==> src/hw/rtl/bcd_clock_calendar_alarm_macros.svh <==
// ----------------------------------------------------------------------------
// bcd_clock_calendar_alarm_macros
// Assertion macros shared by the clock and calendar RTL.
// ----------------------------------------------------------------------------
`ifndef BCD_CLOCK_CALENDAR_ALARM_MACROS_SVH
`define BCD_CLOCK_CALENDAR_ALARM_MACROS_SVH

// Same-cycle implication, disabled while reset is asserted.
`define BCDCAL_ASSERT_IMP(lbl, clk, rst_n, ante, cons) \
    lbl: assert property (@(posedge clk) disable iff (!(rst_n)) (ante) |-> (cons)) \
        else $error("bcdcal assertion failed");

// Next-cycle implication, disabled while reset is asserted.
`define BCDCAL_ASSERT_NXT(lbl, clk, rst_n, ante, cons) \
    lbl: assert property (@(posedge clk) disable iff (!(rst_n)) (ante) |=> (cons)) \
        else $error("bcdcal assertion failed");

`endif

==> src/hw/rtl/bcdcal_pkg.sv <==
// ----------------------------------------------------------------------------
// bcdcal_pkg
// Types, reset constants and BCD helper functions for the clock and calendar.
// ----------------------------------------------------------------------------
`default_nettype none

package bcdcal_pkg;

    localparam int unsigned W_SEC   = 7;
    localparam int unsigned W_MIN   = 7;
    localparam int unsigned W_HOUR  = 5;
    localparam int unsigned W_DAY   = 6;
    localparam int unsigned W_MONTH = 5;
    localparam int unsigned W_YEAR  = 8;
    localparam int unsigned W_CFG_INDEX = 2;
    localparam int unsigned W_CFG_DATA  = 7;

    typedef enum logic [W_CFG_INDEX-1:0] {
        CFG_ALARM_HOUR   = 2'd0,
        CFG_ALARM_MINUTE = 2'd1,
        CFG_ALARM_ENABLE = 2'd2
    } t_cfg_index;

    typedef struct packed {
        logic [W_SEC-1:0]   seconds_bcd;
        logic [W_MIN-1:0]   minutes_bcd;
        logic [W_HOUR-1:0]  hours_bcd;
        logic [W_DAY-1:0]   day_bcd;
        logic [W_MONTH-1:0] month_bcd;
        logic [W_YEAR-1:0]  year_bcd;
        logic               alarm_match;
    } t_time;

    typedef struct packed {
        logic [W_HOUR-1:0] hour;
        logic [W_MIN-1:0]  minute;
        logic              enable;
    } t_alarm_cfg;

    localparam t_time TIME_RESET = '{
        seconds_bcd: 7'h00,
        minutes_bcd: 7'h07,
        hours_bcd:   5'h03,
        day_bcd:     6'h11,
        month_bcd:   5'h10,
        year_bcd:    8'h18,
        alarm_match: 1'b0
    };

    localparam t_alarm_cfg ALARM_RESET = '{
        hour:   5'h01,
        minute: 7'h00,
        enable: 1'b0
    };

    // Two-digit BCD increment; 99 wraps to 00.
    function automatic logic [7:0] bcd_next(input logic [7:0] v);
        logic [7:0] r;
        if (v >= 8'h99) begin
            r = 8'h00;
        end else if (v[3:0] >= 4'd9) begin
            r = {v[7:4] + 4'd1, 4'd0};
        end else begin
            r = v + 8'd1;
        end
        return r;
    endfunction

    // Last day of the month in BCD, with no leap years.
    function automatic logic [W_DAY-1:0] last_day(input logic [W_MONTH-1:0] month);
        logic [W_DAY-1:0] d;
        case (month)
            5'h02:                      d = 6'h28;
            5'h04, 5'h06, 5'h09, 5'h11: d = 6'h30;
            default:                    d = 6'h31;
        endcase
        return d;
    endfunction

endpackage

`default_nettype wire

==> src/hw/rtl/bcdcal_tick_if.sv <==
// ----------------------------------------------------------------------------
// bcdcal_tick_if
// Input channel carrying one second tick flag per beat.
// ----------------------------------------------------------------------------
`default_nettype none

interface bcdcal_tick_if;
    logic valid;
    logic ready;
    logic second_tick;

    modport source (output valid, output second_tick, input ready);
    modport sink (input valid, input second_tick, output ready);
endinterface

`default_nettype wire

==> src/hw/rtl/bcdcal_time_if.sv <==
// ----------------------------------------------------------------------------
// bcdcal_time_if
// Result channel carrying the time, date and alarm match per beat.
// ----------------------------------------------------------------------------
`default_nettype none

interface bcdcal_time_if;
    logic                            valid;
    logic                            ready;
    logic [bcdcal_pkg::W_SEC-1:0]    seconds_bcd;
    logic [bcdcal_pkg::W_MIN-1:0]    minutes_bcd;
    logic [bcdcal_pkg::W_HOUR-1:0]   hours_bcd;
    logic [bcdcal_pkg::W_DAY-1:0]    day_bcd;
    logic [bcdcal_pkg::W_MONTH-1:0]  month_bcd;
    logic [bcdcal_pkg::W_YEAR-1:0]   year_bcd;
    logic                            alarm_match;

    modport source (
        output valid, output seconds_bcd, output minutes_bcd, output hours_bcd,
        output day_bcd, output month_bcd, output year_bcd, output alarm_match,
        input ready
    );
    modport sink (
        input valid, input seconds_bcd, input minutes_bcd, input hours_bcd,
        input day_bcd, input month_bcd, input year_bcd, input alarm_match,
        output ready
    );
endinterface

`default_nettype wire

==> src/hw/rtl/bcdcal_cfg_if.sv <==
// ----------------------------------------------------------------------------
// bcdcal_cfg_if
// Register write channel carrying an index and write data per beat.
// ----------------------------------------------------------------------------
`default_nettype none

interface bcdcal_cfg_if;
    logic                                valid;
    logic                                ready;
    logic [bcdcal_pkg::W_CFG_INDEX-1:0]  index;
    logic [bcdcal_pkg::W_CFG_DATA-1:0]   data;

    modport source (output valid, output index, output data, input ready);
    modport sink (input valid, input index, input data, output ready);
endinterface

`default_nettype wire

==> src/hw/rtl/bcdcal_time_core.sv <==
// ----------------------------------------------------------------------------
// bcdcal_time_core
// Cascaded BCD time and date counters with the alarm compare.
// ----------------------------------------------------------------------------
`default_nettype none

`include "bcd_clock_calendar_alarm_macros.svh"

module bcdcal_time_core (
    input  wire logic                    i_clk,
    input  wire logic                    i_rst_n,
    input  wire logic                    i_step,
    input  wire logic                    i_tick,
    input  wire bcdcal_pkg::t_alarm_cfg  i_alarm,
    output bcdcal_pkg::t_time            o_next
);

    bcdcal_pkg::t_time r_time;
    bcdcal_pkg::t_time n_time;
    logic              r_half_day;
    logic              n_half_day;

    logic [7:0] w_sec_inc;
    logic [7:0] w_min_inc;
    logic [7:0] w_hour_inc;
    logic [7:0] w_day_inc;
    logic [7:0] w_month_inc;
    logic [7:0] w_year_inc;

    assign w_sec_inc   = bcdcal_pkg::bcd_next({1'b0, r_time.seconds_bcd});
    assign w_min_inc   = bcdcal_pkg::bcd_next({1'b0, r_time.minutes_bcd});
    assign w_hour_inc  = bcdcal_pkg::bcd_next({3'b000, r_time.hours_bcd});
    assign w_day_inc   = bcdcal_pkg::bcd_next({2'b00, r_time.day_bcd});
    assign w_month_inc = bcdcal_pkg::bcd_next({3'b000, r_time.month_bcd});
    assign w_year_inc  = bcdcal_pkg::bcd_next(r_time.year_bcd);

    always_comb begin
        n_time     = r_time;
        n_half_day = r_half_day;
        if (i_tick) begin
            if (r_time.seconds_bcd[3:0] >= 4'd9) begin
                n_time.alarm_match = i_alarm.enable
                                  && (r_time.minutes_bcd == i_alarm.minute)
                                  && (r_time.hours_bcd == i_alarm.hour);
            end
            if (r_time.seconds_bcd >= 7'h59) begin
                n_time.seconds_bcd = '0;
                if (r_time.minutes_bcd >= 7'h59) begin
                    n_time.minutes_bcd = '0;
                    if (r_time.hours_bcd >= 5'h12) begin
                        n_time.hours_bcd = 5'h01;
                        n_half_day       = ~r_half_day;
                        if (r_half_day) begin
                            if (r_time.day_bcd >= bcdcal_pkg::last_day(r_time.month_bcd)) begin
                                n_time.day_bcd = 6'h01;
                                if (r_time.month_bcd >= 5'h12) begin
                                    n_time.month_bcd = 5'h01;
                                    n_time.year_bcd  = w_year_inc;
                                end else begin
                                    n_time.month_bcd = w_month_inc[4:0];
                                end
                            end else begin
                                n_time.day_bcd = w_day_inc[5:0];
                            end
                        end
                    end else begin
                        n_time.hours_bcd = w_hour_inc[4:0];
                    end
                end else begin
                    n_time.minutes_bcd = w_min_inc[6:0];
                end
            end else begin
                n_time.seconds_bcd = w_sec_inc[6:0];
            end
        end
    end

    always_ff @(posedge i_clk) begin
        if (!i_rst_n) begin
            r_time     <= bcdcal_pkg::TIME_RESET;
            r_half_day <= 1'b0;
        end else if (i_step) begin
            r_time     <= n_time;
            r_half_day <= n_half_day;
        end
    end

    assign o_next = n_time;

    `BCDCAL_ASSERT_NXT(a_hold_without_tick, i_clk, i_rst_n, i_step && !i_tick,
                       $stable(r_time))
    `BCDCAL_ASSERT_IMP(a_sec_units_bcd, i_clk, i_rst_n, 1'b1,
                       r_time.seconds_bcd[3:0] <= 4'd9)
    `BCDCAL_ASSERT_IMP(a_hour_range, i_clk, i_rst_n, 1'b1,
                       (r_time.hours_bcd != 5'h00) && (r_time.hours_bcd <= 5'h12))
    `BCDCAL_ASSERT_NXT(a_flag_at_wrap, i_clk, i_rst_n,
                       !(i_step && i_tick && (r_time.seconds_bcd[3:0] == 4'd9)),
                       $stable(r_time.alarm_match))

endmodule

`default_nettype wire

==> src/hw/rtl/bcd_clock_calendar_alarm.sv <==
// ----------------------------------------------------------------------------
// bcd_clock_calendar_alarm
// A tick beat is held in the input register until the result register can take it.
// Throughput: one tick beat per cycle while the result channel is not stalled.
// An input register and a result register separate the two channels.
// Synchronous active-low reset loads the start time 03:07:00, 11 Oct 18.
// ----------------------------------------------------------------------------
`default_nettype none

`include "bcd_clock_calendar_alarm_macros.svh"

module bcd_clock_calendar_alarm (
    input  wire logic         i_clk,
    input  wire logic         i_rst_n,
    bcdcal_tick_if.sink       i_tick,
    bcdcal_cfg_if.sink        i_cfg,
    bcdcal_time_if.source     o_time
);

    logic                    r_s1_valid;
    logic                    r_s1_tick;
    logic                    r_out_valid;
    bcdcal_pkg::t_time       r_out;
    bcdcal_pkg::t_time       w_next;
    bcdcal_pkg::t_alarm_cfg  r_alarm;
    logic                    w_out_load;
    logic                    w_in_fire;

    assign w_out_load   = r_s1_valid && (!r_out_valid || o_time.ready);
    assign i_tick.ready = !r_s1_valid || w_out_load;
    assign w_in_fire    = i_tick.valid && i_tick.ready;
    assign i_cfg.ready  = 1'b1;

    always_ff @(posedge i_clk) begin
        if (!i_rst_n) begin
            r_alarm <= bcdcal_pkg::ALARM_RESET;
        end else if (i_cfg.valid) begin
            unique case (bcdcal_pkg::t_cfg_index'(i_cfg.index))
                bcdcal_pkg::CFG_ALARM_HOUR: begin
                    r_alarm.hour <= i_cfg.data[bcdcal_pkg::W_HOUR-1:0];
                end
                bcdcal_pkg::CFG_ALARM_MINUTE: begin
                    r_alarm.minute <= i_cfg.data[bcdcal_pkg::W_MIN-1:0];
                end
                bcdcal_pkg::CFG_ALARM_ENABLE: begin
                    r_alarm.enable <= i_cfg.data[0];
                end
                default: begin
                    r_alarm <= r_alarm;
                end
            endcase
        end
    end

    always_ff @(posedge i_clk) begin
        if (!i_rst_n) begin
            r_s1_valid <= 1'b0;
        end else if (i_tick.ready) begin
            r_s1_valid <= i_tick.valid;
        end
    end

    always_ff @(posedge i_clk) begin
        if (w_in_fire) begin
            r_s1_tick <= i_tick.second_tick;
        end
    end

    bcdcal_time_core u_core (
        .i_clk   (i_clk),
        .i_rst_n (i_rst_n),
        .i_step  (w_out_load),
        .i_tick  (r_s1_tick),
        .i_alarm (r_alarm),
        .o_next  (w_next)
    );

    always_ff @(posedge i_clk) begin
        if (!i_rst_n) begin
            r_out_valid <= 1'b0;
        end else if (w_out_load) begin
            r_out_valid <= 1'b1;
        end else if (o_time.ready) begin
            r_out_valid <= 1'b0;
        end
    end

    always_ff @(posedge i_clk) begin
        if (w_out_load) begin
            r_out <= w_next;
        end
    end

    assign o_time.valid       = r_out_valid;
    assign o_time.seconds_bcd = r_out.seconds_bcd;
    assign o_time.minutes_bcd = r_out.minutes_bcd;
    assign o_time.hours_bcd   = r_out.hours_bcd;
    assign o_time.day_bcd     = r_out.day_bcd;
    assign o_time.month_bcd   = r_out.month_bcd;
    assign o_time.year_bcd    = r_out.year_bcd;
    assign o_time.alarm_match = r_out.alarm_match;

    `BCDCAL_ASSERT_NXT(a_load_sets_out, i_clk, i_rst_n, w_out_load, r_out_valid)
    `BCDCAL_ASSERT_NXT(a_stage_kept, i_clk, i_rst_n, r_s1_valid && !w_out_load, r_s1_valid)
    `BCDCAL_ASSERT_IMP(a_stall_means_full, i_clk, i_rst_n, !i_tick.ready, r_s1_valid && r_out_valid)

endmodule

`default_nettype wire

==> src/flat_wrapper.sv <==
// flat-port wrapper written by rule: the top's interface ports become plain ports
module bcd_clock_calendar_alarm_flat 
  (i_clk, i_rst_n, i_tick_valid, i_tick_second_tick, i_tick_ready, i_cfg_valid, i_cfg_index, i_cfg_data, i_cfg_ready, o_time_valid, o_time_seconds_bcd, o_time_minutes_bcd, o_time_hours_bcd, o_time_day_bcd, o_time_month_bcd, o_time_year_bcd, o_time_alarm_match, o_time_ready);
  bcdcal_tick_if i_tick_i ();
  bcdcal_cfg_if i_cfg_i ();
  bcdcal_time_if o_time_i ();
  input  wire logic i_clk;
  input  wire logic i_rst_n;
  input wire logic [$bits(i_tick_i.valid)-1:0] i_tick_valid;
  input wire logic [$bits(i_tick_i.second_tick)-1:0] i_tick_second_tick;
  output wire logic [$bits(i_tick_i.ready)-1:0] i_tick_ready;
  input wire logic [$bits(i_cfg_i.valid)-1:0] i_cfg_valid;
  input wire logic [$bits(i_cfg_i.index)-1:0] i_cfg_index;
  input wire logic [$bits(i_cfg_i.data)-1:0] i_cfg_data;
  output wire logic [$bits(i_cfg_i.ready)-1:0] i_cfg_ready;
  output wire logic [$bits(o_time_i.valid)-1:0] o_time_valid;
  output wire logic [$bits(o_time_i.seconds_bcd)-1:0] o_time_seconds_bcd;
  output wire logic [$bits(o_time_i.minutes_bcd)-1:0] o_time_minutes_bcd;
  output wire logic [$bits(o_time_i.hours_bcd)-1:0] o_time_hours_bcd;
  output wire logic [$bits(o_time_i.day_bcd)-1:0] o_time_day_bcd;
  output wire logic [$bits(o_time_i.month_bcd)-1:0] o_time_month_bcd;
  output wire logic [$bits(o_time_i.year_bcd)-1:0] o_time_year_bcd;
  output wire logic [$bits(o_time_i.alarm_match)-1:0] o_time_alarm_match;
  input wire logic [$bits(o_time_i.ready)-1:0] o_time_ready;
  assign i_tick_i.valid = i_tick_valid;
  assign i_tick_i.second_tick = i_tick_second_tick;
  assign i_tick_ready = i_tick_i.ready;
  assign i_cfg_i.valid = i_cfg_valid;
  assign i_cfg_i.index = i_cfg_index;
  assign i_cfg_i.data = i_cfg_data;
  assign i_cfg_ready = i_cfg_i.ready;
  assign o_time_valid = o_time_i.valid;
  assign o_time_seconds_bcd = o_time_i.seconds_bcd;
  assign o_time_minutes_bcd = o_time_i.minutes_bcd;
  assign o_time_hours_bcd = o_time_i.hours_bcd;
  assign o_time_day_bcd = o_time_i.day_bcd;
  assign o_time_month_bcd = o_time_i.month_bcd;
  assign o_time_year_bcd = o_time_i.year_bcd;
  assign o_time_alarm_match = o_time_i.alarm_match;
  assign o_time_i.ready = o_time_ready;
  bcd_clock_calendar_alarm u_core (.i_clk(i_clk), .i_rst_n(i_rst_n), .i_tick(i_tick_i), .i_cfg(i_cfg_i), .o_time(o_time_i));
endmodule
==> config.mk <==
export PLATFORM = sky130hd
export DESIGN_NAME = bcd_clock_calendar_alarm_flat
export DESIGN_NICKNAME = d
export VERILOG_FILES = /design/src/hw/rtl/bcdcal_pkg.sv /design/src/hw/rtl/bcdcal_tick_if.sv /design/src/hw/rtl/bcdcal_time_if.sv /design/src/hw/rtl/bcdcal_cfg_if.sv /design/src/hw/rtl/bcdcal_time_core.sv /design/src/hw/rtl/bcd_clock_calendar_alarm.sv /design/src/flat_wrapper.sv
export VERILOG_INCLUDE_DIRS = /design/src /design/src/hw/rtl
export SDC_FILE = /design/constraint.sdc
export NUM_CORES = 1
export LEC_CHECK = 0
export BUFFER_PORTS_ARGS = -buffer_cell sky130_fd_sc_hd__buf_4
export CORE_MARGIN = 1
export CORE_UTILIZATION = 45
export DETAILED_ROUTE_END_ITERATION = 10
export PLACE_DENSITY = 0.69
export SYNTH_ARGS = -nofsm -noshare
export SYNTH_HDL_FRONTEND = slang
export SYNTH_SLANG_ARGS = --single-unit
==> constraint.sdc <==
create_clock -name i_clk -period 6.7 [get_ports i_clk]
set_clock_uncertainty 0.05 [all_clocks]
set_input_delay 0 -clock i_clk [delete_from_list [all_inputs] [get_ports i_clk]]
set_output_delay 0 -clock i_clk [all_outputs]
set_load 0.02 [all_outputs]
==> results of run 1 <==
==> layout by cell type, fill, tap and decap left out, types with 14 or more instances in the layout <==
cell,instances
nand3_1,20
edfxtp_1,40
o21ai_0,35
a21oi_1,29
nor2_1,49
inv_1,26
mux2i_1,14
nand2_1,35
dlygate4sd3_1,14
buf_4,58
nor3_1,15
dfxtp_1,55
ha_1,30
==> cells by family (layout without fill, tap and decap cells) <==
group,count (synthesis),after routing,share of synthesized area [%]
adders and majority gates,30,30,7.17
DFF,95,95,44.0
and+or+nand+nor,181,181,18.9
other,1,1,0.0717
AOI/OAI and AO/OA,138,138,18.7
buffers and inverters,53,115,5.45
xor gates and xnor gates,17,17,2.85
muxes,15,15,2.89
==> what timing repair did <==
item                                   in CTS  in global routing
gates resized for setup                     0                  0
setup buffers                               0                  0
hold buffers                               14                  0
endpoints found under the hold margin      28                  0
==> cell type report <==
cell class                 instances  area [um^2]  area share (%)
timing repair buffer              72          576            9.48
clock inverter                     7         40.0           0.660
inverter                          27          101            1.67
multi-input combinational        382         2650            43.6
tap                              143          179            2.95
clock buffer                       9          225            3.71
sequential                        95         2300            37.9
==> worst max path at each step <==
stage	startpoint	slack, ns	cells after the start	to
6_report	u_core.u_core.r_time[10]	3.88	11	u_core.u_core.r_time[17]
2_1_floorplan	u_core.u_core.r_time[9]	4.12	12	u_core.o_time.day_bcd[3]
3_3_place_gp	u_core.u_core.r_time[10]	4.00	11	u_core.o_time.day_bcd[3]
3_5_place_dp	u_core.u_core.r_time[10]	3.86	11	u_core.u_core.r_time[17]
4_1_cts	u_core.u_core.r_time[9]	3.84	11	u_core.u_core.r_time[17]
5_1_grt	u_core.u_core.r_time[10]	3.63	11	u_core.u_core.r_time[17]
==> power by group through the flow <==
stage / Combinational, W / Sequential [W] / Clock, W
global placement: 0.0000649 / 0.000636 / 0
floorplan: 0.0000268 / 0.000646 / 0
finish: 0.0000724 / 0.000624 / 0.000466
CTS: 0.0000726 / 0.000624 / 0.000477
detailed placement: 0.0000662 / 0.000636 / 0
global route: 0.0000793 / 0.000625 / 0.000499
==> stage by stage <==
stage	instance area [um^2]	cells	hold slack, ns	worst slack (ns)
final	6070	735	0.0256	3.88
after global routing	6070	735	0.0780	3.63
after CTS	6070	735	0.0195	3.84
after detailed placement	5660	705	0.134	3.86
after global placement	5660	705	0.129	4.00
after floorplan	5230	530	0.0489	4.12
==> critical path: stages, from the launching register on <==
cell and delay [ns]:
dfxtp_1 0.46, inv_1 0.14, ha_1 0.20, a21oi_1 0.14
nor3_1 0.05, a31oi_1 0.16, ha_1 0.26, nor4b_2 0.26
o21ai_2 0.16, and2_1 0.29, or2_2 0.35, a211oi_1 0.20
==> routing by layer <==
metal	wire, um	part of all wire, %
met5	0	0
met4	204	1.7
met3	689	5.8
met2	5700	48
met1	5380	45
==> state kept, by name, indices dropped and copies added (netlist names) <==
register,count
u_core.u_core.r_time,39
u_core.o_time.year_bcd,8
u_core.o_time.valid,1
u_core.o_time.minutes_bcd,7
u_core.o_time.seconds_bcd,7
u_core.o_time.alarm_match,1
u_core.r_s1_tick,1
u_core.u_core.r_half_day,1
u_core.r_s1_valid,1
u_core.o_time.day_bcd,6
u_core.o_time.month_bcd,5
u_core.o_time.hours_bcd,5
u_core.r_alarm,13
==> impl_metrics.env, run 1 <==
export IMPL_status="finished clean"
export IMPL_n_antenna_cell=0
export IMPL_p_seq_share_pct=53.7
export IMPL_clkPwrFrac_pct=40.1
export IMPL_grt_pass1_vias=4034
export IMPL_path_clk_slew_ns=0.06
export IMPL_endpoint_kind="flip-flop"
export IMPL_clock_path_buffers=2
export IMPL_areaGrowthSynthToFinish_pct=16.0
export IMPL_cts_made_buffers=9
export IMPL_synth_nets=575
export IMPL_grtUsageTotal_pct=21.3
export IMPL_hp_start="i_cfg_index[1]"
export IMPL_dp_hpwl_mm=8.26
export IMPL_arrival_ns=3.02
export IMPL_fillers=1009
export IMPL_gp_congestion=0.858
export IMPL_min_to="u_core.r_alarm[0]"
export IMPL_postLayoutCoreUtil_pct=53.4
export IMPL_worst_ep_required_time_ns=6.90
export IMPL_synth_most_common_cell="dfxtp_1"
export IMPL_netlist_area_leader_share_pct=23.0
export IMPL_grt_use_met2_pct=33.8
export IMPL_first_pass_iters=5
export IMPL_synthArstFlopShare_pct=0
export IMPL_ant_nets=0
export IMPL_rows=39
export IMPL_vias=4257
export IMPL_synth_seq_cells=95
export IMPL_slew_viol_final=0
export IMPL_grt_pass1_wl_mm=19.9
export IMPL_startpoint_type="flip-flop"
export IMPL_ff2ff_path_depth=11
export IMPL_clockRootBuffer="clkbuf_16"
export IMPL_period_minus_slack_ns=2.82
export IMPL_switchingPower_w=0.000267
export IMPL_synth_area_per_cell_um2=9.87
export IMPL_hold_viol=0
export IMPL_period_share_pct=42.1
export IMPL_wl_mm=12.0
export IMPL_grt_overflow_total=0
export IMPL_ir_drop_uv=138
export IMPL_busiest_layer="met2"
export IMPL_syn_inst=530
export IMPL_worstReg2RegStart="u_core.u_core.r_time[10]"
export IMPL_drive_above_1_share_pct=18.4
export IMPL_met1_usage_pct=28.5
export IMPL_setup_tns_ns=0
export IMPL_fmax_mhz=354
export IMPL_min_path_type="primary input to flip-flop"
export IMPL_worstPathMaxFanout=9
export IMPL_cts_htree_levels=3
export IMPL_dieHeight_um=110
export IMPL_netlist_cell_type_count=84
export IMPL_p_leak_nw=2.29
export IMPL_drtIter0Drc=269
export IMPL_netlist_area_mm2=0.00523
export IMPL_wl_per_cell_um=16.3
export IMPL_io_pins=57
export IMPL_die_x_um=110
export IMPL_dieArea_mm2=0.0121
export IMPL_synthFlopType="dfxtp_1"
export IMPL_ys_warn_count=0
export IMPL_cts_sinks=95
export IMPL_power_total_w=0.00116
export IMPL_nets=632
export IMPL_yosys_area_top_type="edfxtp_1"
export IMPL_portBuffers=55
export IMPL_use_met3_pct=3.85
export IMPL_worst_slew_pin_transition_ns=0.937
export IMPL_grt_antenna_before_repair=0
export IMPL_grt_max_degree=44
export IMPL_initial_core_util_pct=46.0
export IMPL_synth_area_leaders="edfxtp_1, dfxtp_1, ha_1"
export IMPL_synth_commonest_cells="dfxtp_1, nor2_1, edfxtp_1"
export IMPL_setup_viol=0
export IMPL_slew_headroom_pct=37.4
export IMPL_min_delay_path_depth=5
export IMPL_reg2reg_to="u_core.u_core.r_time[17]"
export IMPL_powerDensity_mw_per_mm2=191
export IMPL_internal_power_w=0.000895
export IMPL_cap_violations=0
export IMPL_synth_edf_count=40
export IMPL_cts_tree="built"
export IMPL_drc=0
export IMPL_ys_seq_area_share_pct=44.0
export IMPL_share_comb_of_total_power_pct=6.2
export IMPL_swShare_pct=23.0
export IMPL_reg2reg_slack_ns=3.88
export IMPL_viasPerCell=5.79
export IMPL_crit_type="flip-flop to flip-flop"
export IMPL_clock_latency_ns=0.35
export IMPL_rsz0062_at_grt="no"
export IMPL_core_area_mm2=0.0114
(Power assumes the default switching activity.)
==> inputs of run 2 (changes only) <==
- PLACE_DENSITY: 0.69 -> 0.71
- clock period: 6.7 -> 2.47 ns (I/O delays scaled with it)
==> impl_metrics.env, run 2 (same netlist as run 1, synthesis figures left out) <==
export IMPL_grt_pass1_vias=4209
export IMPL_cts_tree="built"
export IMPL_rows=39
export IMPL_fmax_mhz=393
export IMPL_min_path_type="primary input to flip-flop"
export IMPL_first_pass_iters=8
export IMPL_top_register="u_core.u_core.r_time"
export IMPL_vias=4463
export IMPL_worst_slew_pin_transition_ns=0.605
export IMPL_slowest_stage="or4_1"
export IMPL_gp_congestion=0.875
export IMPL_n_antenna_cell=0
export IMPL_crit_path_cell_trace="inv_4 -> ha_4 -> buf_4 -> and3_4 -> inv_2 -> ha_4 -> nand2_2 -> o21ai_4 -> nand4_4 -> or4_1 -> o21ai_1"
export IMPL_startpoint_type="flip-flop"
export IMPL_worstPathMaxFanout=6
export IMPL_layout_setup_ws_ns=-0.0731
export IMPL_crit_top_cell="ha_4"
export IMPL_p_leak_nw=2.54
export IMPL_cts_made_buffers=9
export IMPL_grt_antenna_before_repair=0
export IMPL_dieArea_mm2=0.0121
export IMPL_share_comb_of_total_power_pct=6.3
export IMPL_wl_per_cell_um=17.0
export IMPL_ir_drop_uv=335
export IMPL_arrival_ns=2.69
export IMPL_met1_usage_pct=28.7
export IMPL_period_minus_slack_ns=2.54
export IMPL_multiInputGateArea_mm2=0.00288
export IMPL_drc=0
export IMPL_hold_viol=0
export IMPL_setup_viol=3
export IMPL_die_x_um=110
export IMPL_slowest_delay_ns=0.54
export IMPL_path_clk_slew_ns=0.07
export IMPL_clkPwrFrac_pct=43.4
export IMPL_grt_overflow_total=0
export IMPL_swShare_pct=21.2
export IMPL_final_common_cell="buf_4"
export IMPL_hp_start="i_cfg_index[1]"
export IMPL_portBuffers=55
export IMPL_areaGrowthSynthToFinish_pct=27.9
export IMPL_rsz0062_at_grt="yes"
export IMPL_busiest_layer="met2"
export IMPL_period_share_pct=103
export IMPL_status="finished with violations"
export IMPL_slew_headroom_pct=59.3
export IMPL_dp_hpwl_mm=8.95
export IMPL_critPathLaunch="u_core.u_core.r_time[9]"
export IMPL_initial_core_util_pct=46.0
export IMPL_failed_checks="setup timing"
export IMPL_worstReg2RegStart="u_core.u_core.r_time[9]"
export IMPL_cap_violations=0
export IMPL_ff2ff_path_depth=11
export IMPL_grtUsageTotal_pct=22.8
export IMPL_drtIter0Drc=226
export IMPL_viasPerCell=5.74
export IMPL_dieHeight_um=110
export IMPL_powerDensity_mw_per_mm2=501
export IMPL_ant_nets=0
export IMPL_clock_path_buffers=2
export IMPL_switchingPower_w=0.000711
export IMPL_min_to="u_core.r_alarm[0]"
export IMPL_critPathBufInv=3
export IMPL_worst_ep_required_time_ns=2.62
export IMPL_wl_mm=13.3
export IMPL_largest_reg_flops=39
export IMPL_clockRootBuffer="clkbuf_16"
export IMPL_fillers=953
export IMPL_grt_use_met2_pct=39.1
export IMPL_crit_type="flip-flop to flip-flop"
export IMPL_placed_area_mm2=0.00597
export IMPL_cts_htree_levels=3
export IMPL_reg2reg_slack_ns=-0.07
export IMPL_finalInstanceArea_mm2=0.00669
export IMPL_min_delay_path_depth=5
export IMPL_reg2reg_to="u_core.o_time.year_bcd[6]"
export IMPL_cts_sinks=95
export IMPL_nets=675
export IMPL_io_pins=57
export IMPL_p_seq_share_pct=50.3
export IMPL_core_area_mm2=0.0114
export IMPL_cp_top_family="simple AND/OR/NAND/NOR gates"
export IMPL_layout_common_cells="buf_4, dfxtp_1, nor2_1"
export IMPL_clock_latency_ns=0.35
export IMPL_seq_area_mm2=0.00231
export IMPL_place_ws_ns=-0.155
export IMPL_grt_max_degree=36
export IMPL_endpoint_kind="flip-flop"
export IMPL_internal_power_w=0.00264
export IMPL_grt_pass1_wl_mm=21.0
export IMPL_use_met3_pct=2.90
export IMPL_slew_viol_final=0
export IMPL_drive_above_1_share_pct=28.8
-- run 2: cell count changes in the layout (fill, tap and decap cells not counted), moves of 4 or more --
cell	before	now
o21ai_1	4	13
a21oi_2	0	4
a21oi_1	29	24
o21ai_0	35	25
buf_4	58	97
ha_4	0	4
ha_1	30	25
-- run 2: power groups by stage --
stage          Sequential, W  Combinational (W)  Clock, W
6_report             0.00168           0.000210   0.00145
3_3_place_gp         0.00172           0.000187         0
2_1_floorplan        0.00175          0.0000728         0
5_1_grt              0.00169           0.000228   0.00153
3_5_place_dp         0.00172           0.000192         0
4_1_cts              0.00169           0.000210   0.00148
-- run 2: per-stage QoR --
| step | instances | util, % | total power, W | hold WS, ns | setup TNS [ns] |
|---|---|---|---|---|---|
| 3_3_place_gp | 743 | 52.5 | 0.00191 | 0.128 | -0.0167 |
| 2_1_floorplan | 530 | - | 0.00182 | 0.0489 | 0 |
| 5_1_grt | 778 | 58.8 | 0.00345 | 0.0578 | -1.24 |
| 4_1_cts | 778 | 57.9 | 0.00337 | 0.0190 | -0.166 |
| 6_report | 778 | 58.8 | 0.00335 | 0.0217 | -0.0735 |
| 3_5_place_dp | 743 | 52.5 | 0.00191 | 0.136 | -0.937 |
-- run 2: worst max-delay path by stage --
stage / slack, ns / cells after the start / to
6_report: -0.07 / 11 / u_core.o_time.year_bcd[6]
5_1_grt: -0.14 / 11 / u_core.o_time.year_bcd[6]
4_1_cts: -0.07 / 11 / u_core.o_time.year_bcd[6]
3_5_place_dp: -0.16 / 11 / u_core.u_core.r_time[17]
3_3_place_gp: -0.01 / 12 / u_core.u_core.r_time[5]
2_1_floorplan: 0.007 / 12 / u_core.u_core.r_time[17]
-- run 2: metal layers --
layer / part of all wire [%] / up-vias / wire (um)
li1: - / 2158 / -
met1: 43 / 2156 / 5760
met2: 51 / 129 / 6730
met3: 3.9 / 20 / 512
met4: 2.0 / 0 / 265
met5: 0 / - / 0
-- run 2: repair_timing --
item | in CTS | in global routing
resized for setup | 31 | 27
endpoints found under the hold margin | 27 | 0
gates cloned | 1 | 0
hold buffers | 14 | 0
pin swaps | 12 | 12
endpoints found under the setup margin | 28 | 44
buffers inserted | 5 | 0
-- run 2: layout make-up --
cell class	count	area share (%)
Clock inverter	5	1.08
Clock buffer	11	3.48
Timing Repair Buffer	114	13.6
Tap cell	143	2.67
Sequential cell	95	34.5
Multi-Input combinational cell	383	43.1
Inverter	27	1.59
-- run 2: worst register-to-register path, cell delays in order, from the launching register on --
cell and delay [ns]:
dfxtp_2 0.34, inv_4 0.09, ha_4 0.15, buf_4 0.10, and3_4 0.20, inv_2 0.04, ha_4 0.25, nand2_2 0.06
o21ai_4 0.27, nand4_4 0.20, or4_1 0.55, o21ai_1 0.10
